<file path="config.mk">
export PLATFORM = sky130hd
export DESIGN_NAME = bfa_bitmap_ram
export DESIGN_NICKNAME = d
export VERILOG_FILES = /design/src/bfa_pkg.sv /design/src/bfa_bitmap_ram.sv
export SDC_FILE = /design/constraint.sdc
export NUM_CORES = 2
export LEC_CHECK = 0
export BUFFER_PORTS_ARGS = -buffer_cell sky130_fd_sc_hd__buf_2
export CAP_MARGIN = 5
export CORE_MARGIN = 5
export CORE_UTILIZATION = 55
export DETAILED_ROUTE_END_ITERATION = 6
export GPL_ROUTABILITY_DRIVEN = 0
export PLACE_DENSITY = 0.71
export SLEW_MARGIN = 10
export SYNTH_ARGS = -nofsm -noshare
export SYNTH_HDL_FRONTEND = slang
export SYNTH_SLANG_ARGS = --single-unit
</file>
<file path="constraint.sdc">
create_clock -name clk -period 2 [get_ports clk]
set_input_delay 0.4 -clock clk [delete_from_list [all_inputs] [get_ports clk]]
set_output_delay 0.4 -clock clk [all_outputs]
set_load 0.01 [all_outputs]
</file>
<file path="src/bfa_pkg.sv">
// ----------------------------------------------------------------------------
// bfa_pkg
// Shared constants, command and status codes, and types of the bitmap frame
// allocator.
// ----------------------------------------------------------------------------
package bfa_pkg;

    localparam int MAX_FRAMES  = 4096;
    localparam int WORD_BITS   = 32;
    localparam int NUM_WORDS   = MAX_FRAMES / WORD_BITS;
    localparam int WORD_IDX_W  = $clog2(NUM_WORDS);
    localparam int BIT_IDX_W   = $clog2(WORD_BITS);
    localparam int FRAME_W     = 12;
    localparam int COUNT_W     = 13;
    localparam int CMD_W       = 2;
    localparam int STATUS_W    = 2;
    localparam int APB_ADDR_W  = 2;
    localparam int APB_DATA_W  = 32;

    localparam logic [CMD_W-1:0] CMD_MARK_USED = 2'd0;
    localparam logic [CMD_W-1:0] CMD_MARK_FREE = 2'd1;
    localparam logic [CMD_W-1:0] CMD_TEST      = 2'd2;
    localparam logic [CMD_W-1:0] CMD_ALLOC     = 2'd3;

    localparam logic [STATUS_W-1:0] ST_OK     = 2'd0;
    localparam logic [STATUS_W-1:0] ST_RANGE  = 2'd1;
    localparam logic [STATUS_W-1:0] ST_NOFREE = 2'd2;

    localparam logic [APB_ADDR_W-1:0] ADDR_FRAME_COUNT = 2'd0;
    localparam logic [COUNT_W-1:0]    FRAME_COUNT_RST  = COUNT_W'(4096);

    typedef struct packed {
        logic [FRAME_W-1:0]  result_frame;
        logic                in_use;
        logic [STATUS_W-1:0] status;
        logic [COUNT_W-1:0]  used_frames;
    } bfa_result_t;

    typedef struct packed {
        logic                  re;
        logic [WORD_IDX_W-1:0] raddr;
        logic                  we;
        logic [WORD_IDX_W-1:0] waddr;
        logic [WORD_BITS-1:0]  wdata;
    } bfa_ram_req_t;

    typedef struct packed {
        logic        idle;
        logic        done;
        bfa_result_t result;
    } bfa_ctrl_stat_t;

    function automatic logic [BIT_IDX_W-1:0] lowest_zero(input logic [WORD_BITS-1:0] w);
        logic [BIT_IDX_W-1:0] pos;
        pos = '0;
        for (int i = WORD_BITS - 1; i >= 0; i--)
        begin
            if (!w[i])
            begin
                pos = BIT_IDX_W'(i);
            end
        end
        return pos;
    endfunction

endpackage

</file>
<file path="src/bfa_bitmap_ram.sv">
// ----------------------------------------------------------------------------
// bfa_bitmap_ram
// Usage bitmap store: one write and one registered read port, with a valid
// bit per word so that unwritten words read as all free after reset.
// ----------------------------------------------------------------------------
module bfa_bitmap_ram import bfa_pkg::*;
(
    input  logic                 clk,
    input  logic                 rst_n,
    input  bfa_ram_req_t         req,
    output logic [WORD_BITS-1:0] rdata
);

    logic [WORD_BITS-1:0] mem [NUM_WORDS];
    logic [WORD_BITS-1:0] rdata_reg;
    logic [NUM_WORDS-1:0] valid_reg;
    logic                 rvalid_reg;

    always_ff @(posedge clk)
    begin
        if (req.we)
        begin
            mem[req.waddr] <= req.wdata;
        end
        if (req.re)
        begin
            rdata_reg <= mem[req.raddr];
        end
    end

    always_ff @(posedge clk or negedge rst_n)
    begin
        if (!rst_n)
        begin
            valid_reg  <= '0;
            rvalid_reg <= 1'b0;
        end
        else
        begin
            if (req.we)
            begin
                valid_reg[req.waddr] <= 1'b1;
            end
            if (req.re)
            begin
                rvalid_reg <= valid_reg[req.raddr];
            end
        end
    end

    assign rdata = rvalid_reg ? rdata_reg : '0;

endmodule

</file>
# Word level (Yosys, flattened, before mapping)
# Memories as Yosys holds them, arrays and structs flattened. A register that Yosys moved wholly into a read port is not among the register bits.
# Cells that the tools add are included.
dict set report word_totals {
  output_inout_bits 32
  ramBits 4096
  memories 1
  register_bits 129
  elab_cells 15
}
dict set report classes {
  n_lt_le_gt_ge 3
  bitwise_logic 1
  reduce_logical 1
  muxes 7
}
# name depth word_bits read_ports rd_clocked_by_memory_dff write_ports line_no
set mem_list {}
lappend mem_list {mem 128 32 1 1 1 bfa_bitmap_ram.sv:14} ;# logic [WORD_BITS-1:0] mem [NUM_WORDS];
# operator n
set op_table {}
lappend op_table {{OR 128 bit} 1}
lappend op_table {{two-way mux 32 bit} 1}
lappend op_table {{less-than comparator 7 x 8 -> 1 bit, second input constant} 2}
lappend op_table {{binary-select mux 1 bit (select 7 bit)} 1}
lappend op_table {{demux 1 bit (select 7 bit)} 1}
lappend op_table {{>= comparator 7 x 1 -> 1 bit, second input constant} 1}
lappend op_table {{two-way mux 1 bit} 4}
lappend op_table {{logical AND 1 bit} 1}

# Longest topological paths before layout
dict set report depth {
  depth_word 5
  mapped_depth 10
  depth_no_buf 6
}

# Least setup slack after synthesis
# OpenSTA, ideal clock, no wires.
dict set report synth_timing {
  kind {input -> register}
  start {in req[34] in the netlist's numbering}
  end {mem mem[108][0] (enable)}
  setup_slack_ns -1.301
  n_path_buf 2
  arrival_time_ns 2.879
  setup_time_ns 0.422
  stages 6
  cell_sequence {clkbuf_1 > or3b_2 > inv_1 > nand2_1 > clkbuf_1 > nor2_1}
}
# element line_no
set synth_lines {}
lappend synth_lines {{from (decl)} bfa_bitmap_ram.sv:10} ;# input bfa_ram_req_t req,
lappend synth_lines {{to (decl)} bfa_bitmap_ram.sv:14}
# Straight into the memory's write port.

# Worst setup path in the final report
dict set report layout_timing {
  start {reg rdata_reg[2] (read register of mem)}
  end {out rdata[2]}
}
dict set report layout_via {
  elab_chain_len 1
}
# element line_no
set layout_rtl {}
lappend layout_rtl {{from (decl)} bfa_bitmap_ram.sv:15} ;# logic [WORD_BITS-1:0] rdata_reg;
lappend layout_rtl {{two-way mux 32 bit} bfa_bitmap_ram.sv:51} ;# assign rdata = rvalid_reg ? rdata_reg : '0;
lappend layout_rtl {{to (decl)} bfa_bitmap_ram.sv:11} ;# output logic [WORD_BITS-1:0] rdata
# Every way passes these cells.

==> run metrics <==
placed cell count 11000; starting density of the core 55.3%; synthesized area per cell 24.9 um^2; outcome finished, violations left; Synth area leader edfxtp_1; synth cell count leaders 4128 x edfxtp_1, 1306 x mux4_2, 148 x buf_2; Die Wd 552 um; crit path cell chain and2_1, buf_2; wire per inst 37.8 um; Layout Utilization 66.6%; fin crit period 2.48 ns; CP endpoint kind primary output; top_reg_cell synth edfxtp_1; maximum clock path buffer count 4; CTS tree yes; Leak 62.4 nW; largest net degree at the start of global routing 129; Synth top area share 76.8%; residual DRC count 0; Post-synth ARST share 3.03%; Setup TNS Final -16.50 ns; Max Slew Vio Count 0; Max Fanout on Critical Path 12; Die H 552 um; Pre-antenna DRT Iters 6; slew margin rel. 31.4%; Seq/Total Area, Yosys 78.8%; flops & latches, synth 4257; DP Worst Slack -1.86 ns; vias in the first global route 81100; Sink Count 4257; Vias 79700; Starting DRT DRC Count 12600; Netlist cell types 40; grt total ovfl 0; # Max-Cap Violations 0; Cells after Synth 6470; reg2reg setup slack -0.29 ns; total chip power 189 mW; clock slew at reported path FFs 0.06 ns; setup ws final -0.477 ns; Worst-Margin Slew 1.03 ns; CP max stage cell edfxtp_1; net count after synthesis 6520; most common cell in the synthesized netlist edfxtp_1; via/cell ratio 6.72; worst path bufs/invs 1; placement row count 198; Area Growth Syn to Fin 20.4%; YS warnings 0; HP Class in2reg; f_max 0.404 GHz; VDD IR max 892 uV; global-route wire length before repair 630 mm; worst setup skew after layout 0.0678 ns; WP data required 1.60 ns; # port buffers 81; Worst EP arrival 2.08 ns; fin nets 7619; Tcrit/Tclk final 124%; Detail Route Antenna Nets 0; GRT Total Usage 29.8%; CORE AREA 292000 um^2; hpwl dp 266 mm; top cells by area, synth edfxtp_1 77%, mux4_2 18%, dfrtp_1 2.0%; final wirelength 448 mm; RSZ-0062 raised after global routing yes; Mapped Area 161000 um^2; delay of the slowest critical-path stage 0.77 ns; CP top delay family flip-flops; FILL cells 17300; H-tree Lvls 5; Top Ports 82; CTS buffer count 415; final hold vios 0; clock root buffer clkbuf_16; layout cell share with drive strength beyond 1 42.1%; DIE AREA 304000 um^2; worst skew pair latency 0.97 ns; Post-synth EDFFs 4128; critical path type reg2out; Final setup viols 65; failing checks setup timing; antenna violations before repair 23; max reg flops 4096; Post-Layout Cell Count 11900; crit start category register; Pwr Density 972 nW/um^2
## cell type report
| cell class | instances | area [um^2] | share of cell area [%] |
|---|---|---|---|
| diodes | 31 | 77.6 | 0.0399 |
| repair buffers | 1021 | 13600 | 7.00 |
| clock inverters | 264 | 2720 | 1.40 |
| clock buffers | 509 | 11000 | 5.65 |
| flip-flops and latches | 4257 | 127000 | 65.5 |
| multi-input cells | 1866 | 34800 | 17.9 |
| well taps | 3900 | 4880 | 2.51 |
| inverters | 8 | 37.5 | 0.0193 |
## layer usage
layer | up-vias | share of wire, % | GRT usage (%)
met5 | - | 0 | 0
met4 | 0 | 5.6 | 14.2
met3 | 951 | 11 | 5.49
met2 | 5651 | 49 | 47.4
met1 | 42700 | 34 | 40.7
li1 | 30400 | - | -
## cells in the final DEF (no fill, tap or decap), types with 10 or more instances in the layout
master         instances
edfxtp_1            4128
mux4_2              1306
buf_4                466
buf_12               444
clkbuf_16            423
nor2_4               129
or2_2                128
dfrtp_1              128
clkinv_1              94
clkinv_2              83
clkbuf_1              77
buf_6                 62
o22ai_2               52
bufinv_16             45
o22ai_1               42
o22ai_4               34
diode_2               31
and2_4                28
nor4_2                26
dlygate4sd3_1         20
buf_2                 20
nand2_1               18
mux2i_1               14
clkinvlp_4            13
clkbuf_8              11
inv_6                 10
## path summary, 6_finish.rpt
| kind | from | end | depth (start not counted) |
|---|---|---|---|
| setup / recovery | rdata_reg[2] | rdata[2] | 2 |
| setup reg to reg | mem[75][26] | rdata_reg[26] | 5 |
| hold reg to reg | valid_reg[108] | valid_reg[108] | 1 |
| min in group asynchronous | rst_n | valid_reg[77] | 3 |
| max in group asynchronous | rst_n | valid_reg[71] | 3 |
| hold / removal | req[26] | mem[56][26] | 2 |
## worst register-to-register path, cell delays in order, from the launching register on
cell      delay (ns)
edfxtp_1        0.40
mux4_2          0.52
mux4_2          0.61
o22ai_4         0.27
buf_6           0.18
nor4_2          0.06
## where the power goes
part           switching (mW)  internal (mW)
combinational            6.31           5.05
clock                    33.6           45.0
sequential              0.436           98.6
## cell families (layout without fill, tap and decap cells)
group	Yosys count	in the layout	synth area share (%)
DFF	4257	4257	78.8
muxes	1326	1326	18.4
and+or+nand+nor	393	393	1.28
buffers and inverters	347	1802	0.948
AOI/OAI and AO/OA	147	147	0.584
other	0	31	0
## per-stage QoR
stage | cell area (um^2) | hold WS [ns]
after global routing | 194000 | 0.0186
after CTS | 194000 | 0.00659
final | 194000 | 0.0345
after floorplan | 163000 | 0.104
after global placement | 179000 | 0.352
after detailed placement | 179000 | 0.365
## what timing repair did
action | 4_1_cts | 5_1_grt
hold buffers | 21 | 0
endpoints found under the setup margin | 65 | 65
gates resized for setup | 230 | 54
hold endpoints to repair | 654 | 0
cloned | 0 | 2
buffers inserted | 0 | 5
pin swaps | 42 | 27
Power figures use the tool's default switching activity.
