$ cat config.mk
export PLATFORM = sky130hd
export DESIGN_NAME = bfa_ctrl
export DESIGN_NICKNAME = d
export VERILOG_FILES = /design/src/bfa_pkg.sv /design/src/bfa_ctrl.sv
export SDC_FILE = /design/constraint.sdc
export NUM_CORES = 1
export LEC_CHECK = 0
export BUFFER_PORTS_ARGS = -buffer_cell sky130_fd_sc_hd__buf_2
export CAP_MARGIN = 20
export CORE_MARGIN = 1
export CORE_UTILIZATION = 59
export CTS_CLUSTER_SIZE = 40
export DETAILED_ROUTE_END_ITERATION = 7
export HOLD_SLACK_MARGIN = 0.08
export PLACE_DENSITY = 0.87
export SYNTH_ARGS = -nofsm -noshare
export SYNTH_HDL_FRONTEND = slang
export SYNTH_SLANG_ARGS = --single-unit
$ cat constraint.sdc
create_clock -name clk -period 12.6 [get_ports clk]
set_input_delay 0.63 -clock clk [delete_from_list [all_inputs] [get_ports clk]]
set_output_delay 0.63 -clock clk [all_outputs]
set_load 0.02 [all_outputs]
$ cat src/bfa_pkg.sv
// ----------------------------------------------------------------------------
// bfa_pkg
// Shared constants, command and status codes, and types of the bitmap frame
// allocator.
// ----------------------------------------------------------------------------
package bfa_pkg;

    localparam int MAX_FRAMES  = 4096;
    localparam int WORD_BITS   = 32;
    localparam int NUM_WORDS   = MAX_FRAMES / WORD_BITS;
    localparam int WORD_IDX_W  = $clog2(NUM_WORDS);
    localparam int BIT_IDX_W   = $clog2(WORD_BITS);
    localparam int FRAME_W     = 12;
    localparam int COUNT_W     = 13;
    localparam int CMD_W       = 2;
    localparam int STATUS_W    = 2;
    localparam int APB_ADDR_W  = 2;
    localparam int APB_DATA_W  = 32;

    localparam logic [CMD_W-1:0] CMD_MARK_USED = 2'd0;
    localparam logic [CMD_W-1:0] CMD_MARK_FREE = 2'd1;
    localparam logic [CMD_W-1:0] CMD_TEST      = 2'd2;
    localparam logic [CMD_W-1:0] CMD_ALLOC     = 2'd3;

    localparam logic [STATUS_W-1:0] ST_OK     = 2'd0;
    localparam logic [STATUS_W-1:0] ST_RANGE  = 2'd1;
    localparam logic [STATUS_W-1:0] ST_NOFREE = 2'd2;

    localparam logic [APB_ADDR_W-1:0] ADDR_FRAME_COUNT = 2'd0;
    localparam logic [COUNT_W-1:0]    FRAME_COUNT_RST  = COUNT_W'(4096);

    typedef struct packed {
        logic [FRAME_W-1:0]  result_frame;
        logic                in_use;
        logic [STATUS_W-1:0] status;
        logic [COUNT_W-1:0]  used_frames;
    } bfa_result_t;

    typedef struct packed {
        logic                  re;
        logic [WORD_IDX_W-1:0] raddr;
        logic                  we;
        logic [WORD_IDX_W-1:0] waddr;
        logic [WORD_BITS-1:0]  wdata;
    } bfa_ram_req_t;

    typedef struct packed {
        logic        idle;
        logic        done;
        bfa_result_t result;
    } bfa_ctrl_stat_t;

    function automatic logic [BIT_IDX_W-1:0] lowest_zero(input logic [WORD_BITS-1:0] w);
        logic [BIT_IDX_W-1:0] pos;
        pos = '0;
        for (int i = WORD_BITS - 1; i >= 0; i--)
        begin
            if (!w[i])
            begin
                pos = BIT_IDX_W'(i);
            end
        end
        return pos;
    endfunction

endpackage

$ cat src/bfa_ctrl.sv
// ----------------------------------------------------------------------------
// bfa_ctrl
// Command sequencer: reads the bitmap word, modifies and writes it back,
// scans words one per cycle for allocate, and keeps the used-frame count.
// ----------------------------------------------------------------------------
module bfa_ctrl import bfa_pkg::*;
(
    input  logic                 clk,
    input  logic                 rst_n,
    input  logic                 accept,
    input  logic [CMD_W-1:0]     cmd,
    input  logic [FRAME_W-1:0]   frame_index,
    input  logic [COUNT_W-1:0]   eff_count,
    input  logic                 slot_free,
    input  logic [WORD_BITS-1:0] rdata,
    output bfa_ram_req_t         ram_req,
    output bfa_ctrl_stat_t       stat
);

    localparam logic [1:0] S_IDLE = 2'd0;
    localparam logic [1:0] S_CHK  = 2'd1;
    localparam logic [1:0] S_DONE = 2'd2;

    logic [1:0]            state_reg, state_next;
    logic [CMD_W-1:0]      cmd_reg, cmd_next;
    logic [FRAME_W-1:0]    idx_reg, idx_next;
    logic [WORD_IDX_W-1:0] scan_reg, scan_next;
    logic [COUNT_W-1:0]    used_reg, used_next;
    bfa_result_t           result_reg, result_next;

    logic [BIT_IDX_W-1:0]  bit_sel;
    logic [WORD_BITS-1:0]  bit_mask;
    logic                  old_bit;
    logic [WORD_BITS-1:0]  mod_word;
    logic [BIT_IDX_W-1:0]  free_bit;
    logic [FRAME_W-1:0]    free_frame;
    logic [COUNT_W-1:0]    word_base;

    assign bit_sel    = idx_reg[BIT_IDX_W-1:0];
    assign bit_mask   = WORD_BITS'(1) << bit_sel;
    assign old_bit    = rdata[bit_sel];
    assign free_bit   = lowest_zero(rdata);
    assign free_frame = {scan_reg, free_bit};
    assign word_base  = {1'b0, scan_reg, {BIT_IDX_W{1'b0}}};

    always_comb
    begin
        case (cmd_reg)
            CMD_MARK_USED: mod_word = rdata | bit_mask;
            CMD_MARK_FREE: mod_word = rdata & ~bit_mask;
            default:       mod_word = rdata;
        endcase
    end

    always_comb
    begin
        state_next  = state_reg;
        cmd_next    = cmd_reg;
        idx_next    = idx_reg;
        scan_next   = scan_reg;
        used_next   = used_reg;
        result_next = result_reg;
        ram_req     = '0;

        case (state_reg)
            S_IDLE:
            begin
                if (accept)
                begin
                    cmd_next    = cmd;
                    idx_next    = frame_index;
                    scan_next   = '0;
                    ram_req.re  = 1'b1;
                    ram_req.raddr = (cmd == CMD_ALLOC) ? '0
                                  : frame_index[BIT_IDX_W +: WORD_IDX_W];
                    if (cmd != CMD_ALLOC && {1'b0, frame_index} >= eff_count)
                    begin
                        result_next = '{result_frame: frame_index, in_use: 1'b1,
                                        status: ST_RANGE, used_frames: used_reg};
                        state_next  = S_DONE;
                    end
                    else
                    begin
                        state_next = S_CHK;
                    end
                end
            end
            S_CHK:
            begin
                if (cmd_reg != CMD_ALLOC)
                begin
                    ram_req.we    = (cmd_reg == CMD_MARK_USED) || (cmd_reg == CMD_MARK_FREE);
                    ram_req.waddr = idx_reg[BIT_IDX_W +: WORD_IDX_W];
                    ram_req.wdata = mod_word;
                    if (cmd_reg == CMD_MARK_USED && !old_bit)
                    begin
                        used_next = used_reg + COUNT_W'(1);
                    end
                    else if (cmd_reg == CMD_MARK_FREE && old_bit)
                    begin
                        used_next = used_reg - COUNT_W'(1);
                    end
                    result_next = '{result_frame: idx_reg, in_use: mod_word[bit_sel],
                                    status: ST_OK, used_frames: used_next};
                    state_next  = S_DONE;
                end
                else if (word_base >= eff_count)
                begin
                    result_next = '{result_frame: '0, in_use: 1'b1,
                                    status: ST_NOFREE, used_frames: used_reg};
                    state_next  = S_DONE;
                end
                else if (&rdata)
                begin
                    if (scan_reg == WORD_IDX_W'(NUM_WORDS - 1))
                    begin
                        result_next = '{result_frame: '0, in_use: 1'b1,
                                        status: ST_NOFREE, used_frames: used_reg};
                        state_next  = S_DONE;
                    end
                    else
                    begin
                        scan_next     = scan_reg + WORD_IDX_W'(1);
                        ram_req.re    = 1'b1;
                        ram_req.raddr = scan_reg + WORD_IDX_W'(1);
                    end
                end
                else if ({1'b0, free_frame} >= eff_count)
                begin
                    result_next = '{result_frame: '0, in_use: 1'b1,
                                    status: ST_NOFREE, used_frames: used_reg};
                    state_next  = S_DONE;
                end
                else
                begin
                    ram_req.we    = 1'b1;
                    ram_req.waddr = scan_reg;
                    ram_req.wdata = rdata | (WORD_BITS'(1) << free_bit);
                    used_next     = used_reg + COUNT_W'(1);
                    result_next   = '{result_frame: free_frame, in_use: 1'b1,
                                      status: ST_OK, used_frames: used_next};
                    state_next    = S_DONE;
                end
            end
            S_DONE:
            begin
                if (slot_free)
                begin
                    state_next = S_IDLE;
                end
            end
            default:
            begin
                state_next = S_IDLE;
            end
        endcase
    end

    always_ff @(posedge clk or negedge rst_n)
    begin
        if (!rst_n)
        begin
            state_reg <= S_IDLE;
            used_reg  <= '0;
        end
        else
        begin
            state_reg <= state_next;
            used_reg  <= used_next;
        end
    end

    always_ff @(posedge clk)
    begin
        cmd_reg    <= cmd_next;
        idx_reg    <= idx_next;
        scan_reg   <= scan_next;
        result_reg <= result_next;
    end

    assign stat.idle   = (state_reg == S_IDLE);
    assign stat.done   = (state_reg == S_DONE);
    assign stat.result = result_reg;

endmodule

Word-level counts from Yosys, hierarchy flattened --
Index checks and enable logic that the tools add are counted.
Storage, ports and cells: output and inout port bits 78, word-level logic and storage cells 130, register bits 64
Operators by class: reduce and logical (&&, ||, !) cells 14, shift operators 2, bitwise gates (word level) 4, mux-type cells 76, $add $sub $neg 3, $lt $le $gt $ge 4, eq/ne operators 18
Operators with widths (number):
- two-way mux 28 bit | 7
- two-way mux 40 bit | 4
- two-way mux 5 bit | 32
- two-way mux 13 bit | 6
- bitwise OR 32 bit | 2
- case mux 32 bit (2 select lines) | 1
- left shift 1 x 5 -> 32 bit (first input constant) | 2
- case mux 28 bit (2 select lines) | 1
- two-way mux 48 bit | 1
- two-way mux 7 bit | 6
- >= comparator 12 x 13 -> 1 bit | 3
- AND 32 bit | 1
- two-way mux 8 bit | 4
- inverter 32 bit | 1
- AND reduction 32 bit | 1
- inequality test 2 bit (second input constant) | 11
- case mux 8 bit (2 select lines) | 1
- two-way mux 2 bit | 7
- case mux 7 bit (2 select lines) | 1
- adder 13 x 1 -> 13 bit (second input constant) | 1
- subtractor 13 x 1 -> 13 bit (second input constant) | 1
- binary-select mux 1 bit (select 5 bit) | 2
- AND reduction 4 bit | 2
- adder 7 x 1 -> 7 bit (second input constant) | 1
- other kinds (16) | 22

Depth between registers and ports, before layout --
Gate-level depths: netlist of run 1.
depth in word-level cells 39, gate-level depth with buffers 21, gate-level depth less buffers 18

Worst setup path after synthesis of run 1 --
Ideal clock, no wire load.
path type input to register, start point input eff_count[4], end point register result_reg (netlist bit stat[0]) (enable), buffers on the path 0, arrival time 3764 ps, setup slack 8384 ps, cell stages on the path 8, cell sequence or4_1 > nor3_1 > nor2_1 > a21oi_1 > nor3_1 > nand2_1 > a21oi_1 > o21ai_0
On the way: cells in the longest elaborated chain, start to end 4, elaborated cells on any way between the ends 6
RTL lines:
- from (decl) | line bfa_ctrl.sv:13 | input logic [COUNT_W-1:0] eff_count,
- >= comparator 12 x 13 -> 1 bit | line bfa_ctrl.sv:76 | if (cmd != CMD_ALLOC && {1'b0, frame_index} >= eff_count)
- logical AND 1 bit | line bfa_ctrl.sv:76
- inequality test 2 x 1 -> 1 bit (no source line)
- AND reduction 4 bit (no source line) (*)
- to (signal assigned) | line bfa_ctrl.sv:178 | result_reg <= result_next;
- to (decl) | line bfa_ctrl.sv:29 | bfa_result_t result_reg, result_next;
Mark *: on every way between the ends. The rest lies on a longest branch, timed or not. A chain may end at the register's enable or synchronous reset.

==> results of run 1 <==
## through the flow
stage	utilization (%)	cells	hold WS [ps]	total power, W
after floorplan	-	713	334.4	0.0006626
after global placement	69.66	944	480.1	0.0007978
after detailed placement	69.66	944	491.2	0.0008145
after CTS	71.56	960	177.0	0.0009828
after global routing	71.56	960	187.9	0.001048
final	71.56	960	181.4	0.0009921
## cells in the final DEF, fill, tap and decap left out, types with 6 or more instances in the layout
| master | instances |
|---|---|
| buf_2 | 140 |
| nand2_1 | 85 |
| nor2_1 | 56 |
| o21ai_0 | 56 |
| edfxtp_1 | 49 |
| inv_1 | 43 |
| a21oi_1 | 42 |
| o211ai_1 | 37 |
| ha_1 | 26 |
| xnor2_1 | 25 |
| nand3_1 | 17 |
| nand4_1 | 16 |
| nor3_1 | 16 |
| dfrtp_1 | 15 |
| a22o_1 | 14 |
| a31oi_1 | 13 |
| mux2i_1 | 12 |
| or3_1 | 9 |
| clkbuf_8 | 9 |
| and3_1 | 8 |
| nor2b_1 | 8 |
| nand2b_1 | 8 |
| o21a_1 | 7 |
| and2_1 | 7 |
| a222oi_1 | 7 |
| mux2_2 | 7 |
| buf_4 | 7 |
| o221ai_1 | 6 |
## worst register-to-register path: stages (launching register included)
cell	delay, ps
edfxtp_1	740
nor2b_1	700
a2bb2oi_1	230
nand4_1	160
nand4_1	280
nor3_2	320
a31oi_1	190
a211oi_2	390
a32oi_1	230
xnor2_1	170
## area by class of cell
cell class	instances	area [um^2]
Inverter	43	161.4
Sequential cell	64	1847
Multi-Input combinational cell	561	3636
Clock buffer	11	131.4
Timing Repair Buffer	147	753.2
Clock inverter	5	47.55
Tap cell	129	161.4
Fill cell	760	2678
## logic make-up (layout without fill, tap and decap cells)
kind of cell | Yosys count | in the layout | synth area share, %
mux | 21 | 21 | 4.185
buf+inv | 88 | 206 | 6.180
xor+xnor | 26 | 26 | 3.906
flops | 64 | 64 | 31.67
simple gates | 257 | 257 | 21.61
fa+ha+maj | 27 | 27 | 5.751
compound gates | 230 | 230 | 26.70
## worst max-delay path by stage
stage,startpoint,to,slack [ps],cells after the start
floorplan,eff_count[4],stat[0],8380,8
global placement,rdata[24],ram_req[1],7750,17
detailed placement,rdata[30],ram_req[1],7570,17
CTS,rdata[30],ram_req[1],7540,17
global route,rdata[24],ram_req[1],7230,17
finish,rdata[30],ram_req[1],7490,17
## layer usage
layer / global-route usage [%] / up-vias
met5: 0 / -
met2: 61.43 / 432
met1: 52.33 / 3052
li1: - / 2909
met4: 15.38 / 0
met3: 12.01 / 63
## power by group
| group | total, W | leakage (nW) | switching [W] | internal, W |
|---|---|---|---|---|
| sequential | 0.000353 | 0.650 | 0.0000569 | 0.000296 |
| clock | 0.000167 | 0.0922 | 0.0000777 | 0.0000894 |
| combinational | 0.000473 | 2.09 | 0.000310 | 0.000163 |
==> impl_metrics.toml, run 1 <==
[worst_setup_path]
reg2regPathDepth = 9
crit_slowest_cell = "or3_1"
worstSetupPathType = "in -> out"
path_cells = "buf_2, nand4_1, or3_1, nor3_1, nand3b_1, inv_1, ha_1, o21ai_0, a2111oi_0, o21ai_0, o211a_1, a31oi_2, nor3_4, buf_4, o21a_1, a221o_1, buf_2"
worst-path-buf-inv = 4
cp.required_ps = 11970
cp-start-kind = "input port"
end_kind = "output port"
r2r_end = "stat[7]"
crit_family = "compound AO/OA/AOI/OAI gates"
reg2reg_from = "idx_reg[2]"
reg2reg_slack_ps = 8940
arrival_ps = 4480
slowest_delay_ps = 360
cp_max_fo = 49

[clock_tree]
cts_tree = "done"
cts.sinks = 64
numCtsBuffers = 9
clkLatencyLatePin_ps = 350
root_buffer = "clkbuf_8"
cts_hold_buf = 0
post-cts-setup-buffers = 0
htree_levels = 3
clock_path_buffers = 2
cts-resized-gates = 0
cts.clk_slew.worst_paths_ps = 70

[synth]
syn_avg_cell_area_um2 = 8.178
async_flop_share_pct = 23.44
synthCells = 713
yosys-top-cells-area = "edfxtp_1 (25%), dfrtp_1 (6.4%), ha_1 (5.6%)"
ys.flop_type = "edfxtp_1"
synth_cell_type_count = 70
ys_warn_count = 0
synth_top_area_share_pct = 25.24
synth_edf_count = 49
synth_area_um2 = 5831
syn_nets = 802
ys_seq_area_share_pct = 31.67
yosys-top-cells-count = "nand2_1 (85), o21ai_0 (57), nor2_1 (56)"
yosys.area.top_type = "edfxtp_1"
synth-seq-cells = 64
yosysMostFrequentCell = "nand2_1"

[route]
drc = 13
met2_length_mm = 9.177
routed_wl_mm = 19.78
vias = 6456
postRouteAntennaNets = 0
wl_met3_mm = 2.243
viasPerCell = 6.725
drt_iter0_drc = 716
wl_per_cell_um = 20.60
firstDrtPassIters = 8
wl_met1_mm = 7.795
maxUsedRoutingLayer = "met4"

[placement]
place_congestion = 1.008
pre_cts_ws_ps = 7570
dp_hpwl_mm = 14.71
io_buffer_count = 140
place_area_um2 = 6559

[timing]
rsz0062_at_grt = "no"
finalSetupViolations = 0
fin_crit_ps = 5108
finalSetupTns_ps = 0
slew_viol_final = 0
max_freq_ghz = 0.1958
worst_pin_slew_ps = 1022
final.period_utilization_pct = 40.54
slew_headroom_pct = 31.16
fin_ws_ps = 7492
hold_viol_final = 0
skew_ps = 12.52

[pwr]
ir_worst_vdd_mv = 0.1031
powerDensity_nw_per_um2 = 147.3
p_leak_nw = 2.831

[die]
die_h_um = 101.4
initial_core_util_pct = 61.93
boundaryPins = 141
core_area_um2 = 9415
chipWidth_um = 101.4
rows = 35
dieArea_um2 = 10280

[global_routing]
grt_max_degree = 50
antenna_found_initial = 0
grt_pass1_wl_mm = 31.20
grt.overflow.total = 0
grtUsageTotal_pct = 39.75
grt_pass1_vias = 6082

[layout]
layout.nets = 915
finalInstanceArea_um2 = 6738
final_layout_size_suffix_gt1_share_pct = 22.38
n_antenna_cell = 0
largest_reg_flops = 28
synthToLayoutAreaGrowth_pct = 15.56

[outcome]
status = "finished, violations left"
violations = "design-rule violations"

[hold_path]
hp-class = "in -> async"

[job]
max_cap_viol_count = 0
Power figures use the tool's default switching activity.
==> run 2: changes to the inputs <==
- CORE_UTILIZATION: 59 -> 50
- PLACE_DENSITY: 0.87 -> 0.78
- clock period: 12.6 -> 4.5 ns (I/O delays scaled with it)
==> run 2 against run 1 <==
Net effect:
- the flow now finishes without violations
- critical path depth grew 3
- final cell count grew 2.4%
- global-route usage shrank 6.3 points
==> impl_metrics.toml, run 2 (same netlist as run 1, synthesis figures left out) <==
[outcome]
status = "completed"

[clock_tree]
numCtsBuffers = 9
clock_path_buffers = 2
root_buffer = "clkbuf_16"
cts.sinks = 64
htree_levels = 3
post-cts-setup-buffers = 0
cts.clk_slew.worst_paths_ps = 50
cts_tree = "done"
clkLatencyLatePin_ps = 330

[worst_setup_path]
r2r_end = "stat[9]"
crit_slowest_cell = "o2bb2ai_1"
cp.required_ps = 4280
reg2regPathDepth = 9
end_kind = "output port"
arrival_ps = 3970
reg2reg_slack_ps = 850
slowest_delay_ps = 360
path_cells = "buf_2, inv_1, o21ai_0, a221oi_1, a21oi_1, o2bb2ai_1, o21a_1, inv_1, ha_1, inv_1, a21oi_1, a2111oi_0, o21ai_0, o211a_1, a31oi_2, nor3_4, buf_4, and3_1, a221o_1, buf_2"
cp-start-kind = "input port"
reg2reg_from = "idx_reg[2]"
crit_top_cell = "inv_1"
cp_max_fo = 14
worstSetupPathType = "in -> out"

[die]
boundaryPins = 141
die_h_um = 110.0
initial_core_util_pct = 51.28
core_area_um2 = 11370
dieArea_um2 = 12100
chipWidth_um = 110.0
rows = 39

[timing]
hold_viol_final = 0
max_freq_ghz = 0.2383
finalSetupViolations = 0
slew_headroom_pct = 36.78
final.period_utilization_pct = 93.26
worst_pin_slew_ps = 943.2
finalSetupTns_ps = 0
fin_crit_ps = 4197
rsz0062_at_grt = "no"
skew_ps = 3.568
slew_viol_final = 0

[layout]
largest_reg_flops = 28
fill_cells = 1076
seqCellArea_um2 = 1847
finalInstanceArea_um2 = 6925
final_layout_size_suffix_gt1_share_pct = 23.45
layout.nets = 924
n_antenna_cell = 0
final_cells = 983
final_common_cell = "buf_2"
synthToLayoutAreaGrowth_pct = 18.78
most-common-layout-cells = "buf_2 (140), nand2_1 (85), nor2_1 (56), o21ai_0 (56), edfxtp_1 (49)"
multi_input_area_um2 = 3646

[placement]
place_area_um2 = 6626
io_buffer_count = 140
place_congestion = 1.014
placed_cells = 964
dp_hpwl_mm = 15.13

[global_routing]
grtUsageTotal_pct = 33.49
grt_pass1_wl_mm = 30.65
grt.overflow.total = 0
grt_pass1_vias = 5831
antenna_found_initial = 0
grt_max_degree = 38

[hold_path]
hp-class = "in -> reg"
min_path_cells = 1
min_to = "cmd_reg[0]"
hp-start = "cmd[0]"

[route]
firstDrtPassIters = 6
drt_iter0_drc = 795
routed_wl_mm = 20.14
viasPerCell = 6.528
vias = 6417
drc = 0
wl_per_cell_um = 20.48
postRouteAntennaNets = 0

[pwr]
powerDensity_nw_per_um2 = 426.4
ir_worst_vdd_mv = 0.2916
power_w = 0.002953
p_leak_nw = 2.908

[job]
max_cap_viol_count = 0
[run 2: changes by cell type in the layout (fill, tap and decap cells not counted), moves of 2 or more]
cell           change
dlygate4sd3_1      +2
buf_4              +6
clkinvlp_4         +2
clkinv_1           -2
clkbuf_8           -9
clkbuf_16          +9
[run 2: per-layer routing]
layer | GRT usage, % | routed length [um]
met1 | 47.22 | 8618
met2 | 52.01 | 9307
met3 | 6.584 | 1854
met4 | 9.429 | 355
met5 | 0 | 0
[run 2: area by class of cell]
type / count / area share, %
Clock buffer: 11 / 3.360
Clock inverter: 5 / 0.4878
Inverter: 43 / 2.331
Multi-Input combinational cell: 561 / 52.65
Sequential cell: 64 / 26.67
Tap cell: 143 / 2.584
Timing Repair Buffer: 156 / 11.92
[run 2: repair_timing]
action,in CTS,in global routing
gates resized for setup,0,1
endpoints found under the hold margin,16,0
hold buffers,2,0
endpoints found under the setup margin,0,4
[run 2: worst max-delay path by stage]
stage / start / end / slack (ps) / cells after the start
floorplan: scan_reg[3] / stat[0] / 540 / 9
global placement: rdata[30] / ram_req[7] / 490 / 17
detailed placement: rdata[30] / ram_req[15] / 280 / 21
CTS: rdata[30] / ram_req[15] / 270 / 21
global route: rdata[19] / ram_req[1] / 60 / 20
finish: rdata[19] / ram_req[1] / 300 / 20
[run 2: critical path: cells and delay by family]
family          cells  cell delay, ps
simple gates        2             290
compound gates     11            2580
buf+inv             6             720
fa+ha+maj           1             180
[run 2: power by group]
group,internal [W],switching (W)
Clock,0.000372,0.000253
Combinational,0.000468,0.000891
Sequential,0.000827,0.000141
[run 2: stage by stage]
stage / setup slack (ps) / util (%) / hold slack [ps]
6_report: 303.1 / 60.91 / 109.0
5_1_grt: 56.02 / 60.91 / 109.2
4_1_cts: 273.2 / 60.80 / 94.16
3_5_place_dp: 284.5 / 58.28 / 165.9
3_3_place_gp: 487.2 / 58.28 / 154.5
2_1_floorplan: 544.5 / - / -70.59
==> run 3: changes to the inputs <==
==> constraint.sdc (replaced) <==
create_clock -name clk -period 4.5 [get_ports clk]
set_input_delay 0 -clock clk [delete_from_list [all_inputs] [get_ports clk]]
set_output_delay 0 -clock clk [all_outputs]
set_load 0.02 [all_outputs]
==> run 3 against run 2 <==
Net effect:
- worst setup slack improved by 64 ps
- highest routed layer unchanged
- core utilization rose by 1.4 points
- critical path type unchanged
- combinational power barely moved
- critical path depth did not move
- largest power group unchanged
- via count rose by 0.86%
- final cell count rose by 1.7%
- clock power rose by 2%
- non-clock buffer count rose by 17
- clock-buffer cell count did not move
- first-iteration DRC count fell by 13%
- cell area rose by 2.3%
- maximum frequency rose by 1.6%
==> impl_metrics.toml, run 3 (same netlist as run 1, synthesis figures left out) <==
[worst_setup_path]
cp_max_fo = 24
cp.required_ps = 4500
end_kind = "output port"
r2r_end = "stat[9]"
reg2reg_from = "idx_reg[0]"
endpoint = "ram_req[14]"
setup.worst_path.start = "rdata[19]"
reg2reg_slack_ps = 750
reg2regPathDepth = 10
cp-start-kind = "input port"
worstSetupPathType = "in -> out"
arrival_ps = 4130

[timing]
slew_headroom_pct = 21.37
worst_pin_slew_ps = 1179
finalSetupTns_ps = 0
hold_viol_final = 0
fin_crit_ps = 4133
max_freq_ghz = 0.2420
rsz0062_at_grt = "no"
finalSetupViolations = 0
final.period_utilization_pct = 91.83
skew_ps = 9.089
slew_viol_final = 0

[layout]
largest_reg_flops = 28
most-common-layout-cells = "buf_2 (140), nand2_1 (85), nor2_1 (56), o21ai_0 (56), edfxtp_1 (49)"
final_layout_size_suffix_gt1_share_pct = 23.10
final_cells = 1000
layout.nets = 941
synthToLayoutAreaGrowth_pct = 21.57
final_common_cell = "buf_2"
finalInstanceArea_um2 = 7088
n_antenna_cell = 0

[route]
vias = 6472
drc = 0
postRouteAntennaNets = 0
drt_iter0_drc = 689
routed_wl_mm = 20.52
firstDrtPassIters = 7
viasPerCell = 6.472
wl_per_cell_um = 20.52

[clock_tree]
cts_tree = "done"
cts.clk_slew.worst_paths_ps = 60
numCtsBuffers = 9
post-cts-setup-buffers = 0
htree_levels = 3
root_buffer = "clkbuf_16"
clock_path_buffers = 2
cts-resized-gates = 0
cts.sinks = 64
clkLatencyLatePin_ps = 330

[global_routing]
grt_pass1_vias = 6059
grt.overflow.total = 0
gr-usage-met1_pct = 46.61
busiest_layer = "met2"
met2_usage_pct = 53.93
grt_max_degree = 31
grtUsageTotal_pct = 34.26
antenna_found_initial = 0
grt_pass1_wl_mm = 31.38
globalRouteMet3Util_pct = 5.820

[placement]
io_buffer_count = 140
place_congestion = 0.9944
placed_cells = 967
place_area_um2 = 6644
dp_hpwl_mm = 15.31

[pwr]
powerDensity_nw_per_um2 = 419.6
ir_worst_vdd_mv = 0.3178
p_leak_nw = 2.990

[die]
chipWidth_um = 110.0
rows = 39
boundaryPins = 141
dieArea_um2 = 12100
core_area_um2 = 11370
die_h_um = 110.0
initial_core_util_pct = 51.28

[outcome]
status = "completed"

[job]
max_cap_viol_count = 0

[hold_path]
hp-class = "in -> async"
-- run 3: through the flow --
| stage | hold WS [ps] | setup slack, ps | total power (W) | utilization (%) |
|---|---|---|---|---|
| 2_1_floorplan | -295.6 | 544.5 | 0.001855 | - |
| 3_3_place_gp | -70.59 | 769.4 | 0.002264 | 58.44 |
| 3_5_place_dp | -60.40 | 522.2 | 0.002299 | 58.44 |
| 4_1_cts | 123.6 | 514.5 | 0.002956 | 62.34 |
| 5_1_grt | 165.7 | 79.31 | 0.003141 | 62.34 |
| 6_report | 125.0 | 367.4 | 0.002974 | 62.34 |
-- run 3: final cells by class --
class / count / area, um^2
clock buffers: 11 / 242.7
clock inverters: 5 / 31.28
fillers: 1011 / 4282
inverters: 43 / 161.4
multi-input cells: 561 / 3636
flip-flops and latches: 64 / 1847
well taps: 143 / 178.9
repair buffers: 173 / 991.0
-- run 3: how the worst min path moves through the flow --
stage	startpoint	to	slack [ps]	cells past startpoint
after global placement	rst_n	used_reg[4]	-70	1
after global routing	rst_n	used_reg[1]	170	2
after detailed placement	rst_n	used_reg[4]	-60	1
after floorplan	rst_n	state_reg[0]	-300	0
after CTS	rst_n	used_reg[10]	120	2
final	rst_n	used_reg[10]	120	2
-- run 3: routing by layer --
| metal | vias to the layer above | share of wire (%) |
|---|---|---|
| met5 | - | 0 |
| met4 | 0 | 2.7 |
| met3 | 56 | 9.8 |
| met2 | 408 | 46 |
| met1 | 3052 | 42 |
| li1 | 2956 | - |
-- run 3: timing repair --
action                                  in CTS  in global routing
endpoints found under the setup margin       0                  0
endpoints found under the hold margin       38                  0
hold buffers                                17                  0
-- run 3: worst max-delay path: stages --
cell	delay [ps]
buf_2	140
inv_1	70
a21oi_1	100
a221oi_1	460
a21oi_1	170
o2bb2ai_1	320
o21a_1	250
inv_1	80
ha_1	180
inv_1	50
a21oi_1	70
a2111oi_0	450
o21ai_0	170
o211a_1	180
a31oi_2	270
nor3_4	80
buf_4	220
or3b_1	500
o211ai_1	170
buf_2	180
-- run 3: where the power goes --
part | switching [W] | leakage, nW | internal (W) | total (W)
clock | 0.000251 | 0.136 | 0.000386 | 0.000637
combinational | 0.000867 | 2.20 | 0.000482 | 0.00135
sequential | 0.000159 | 0.650 | 0.000828 | 0.000987
total | 0.00128 | 2.99 | 0.00170 | 0.00297
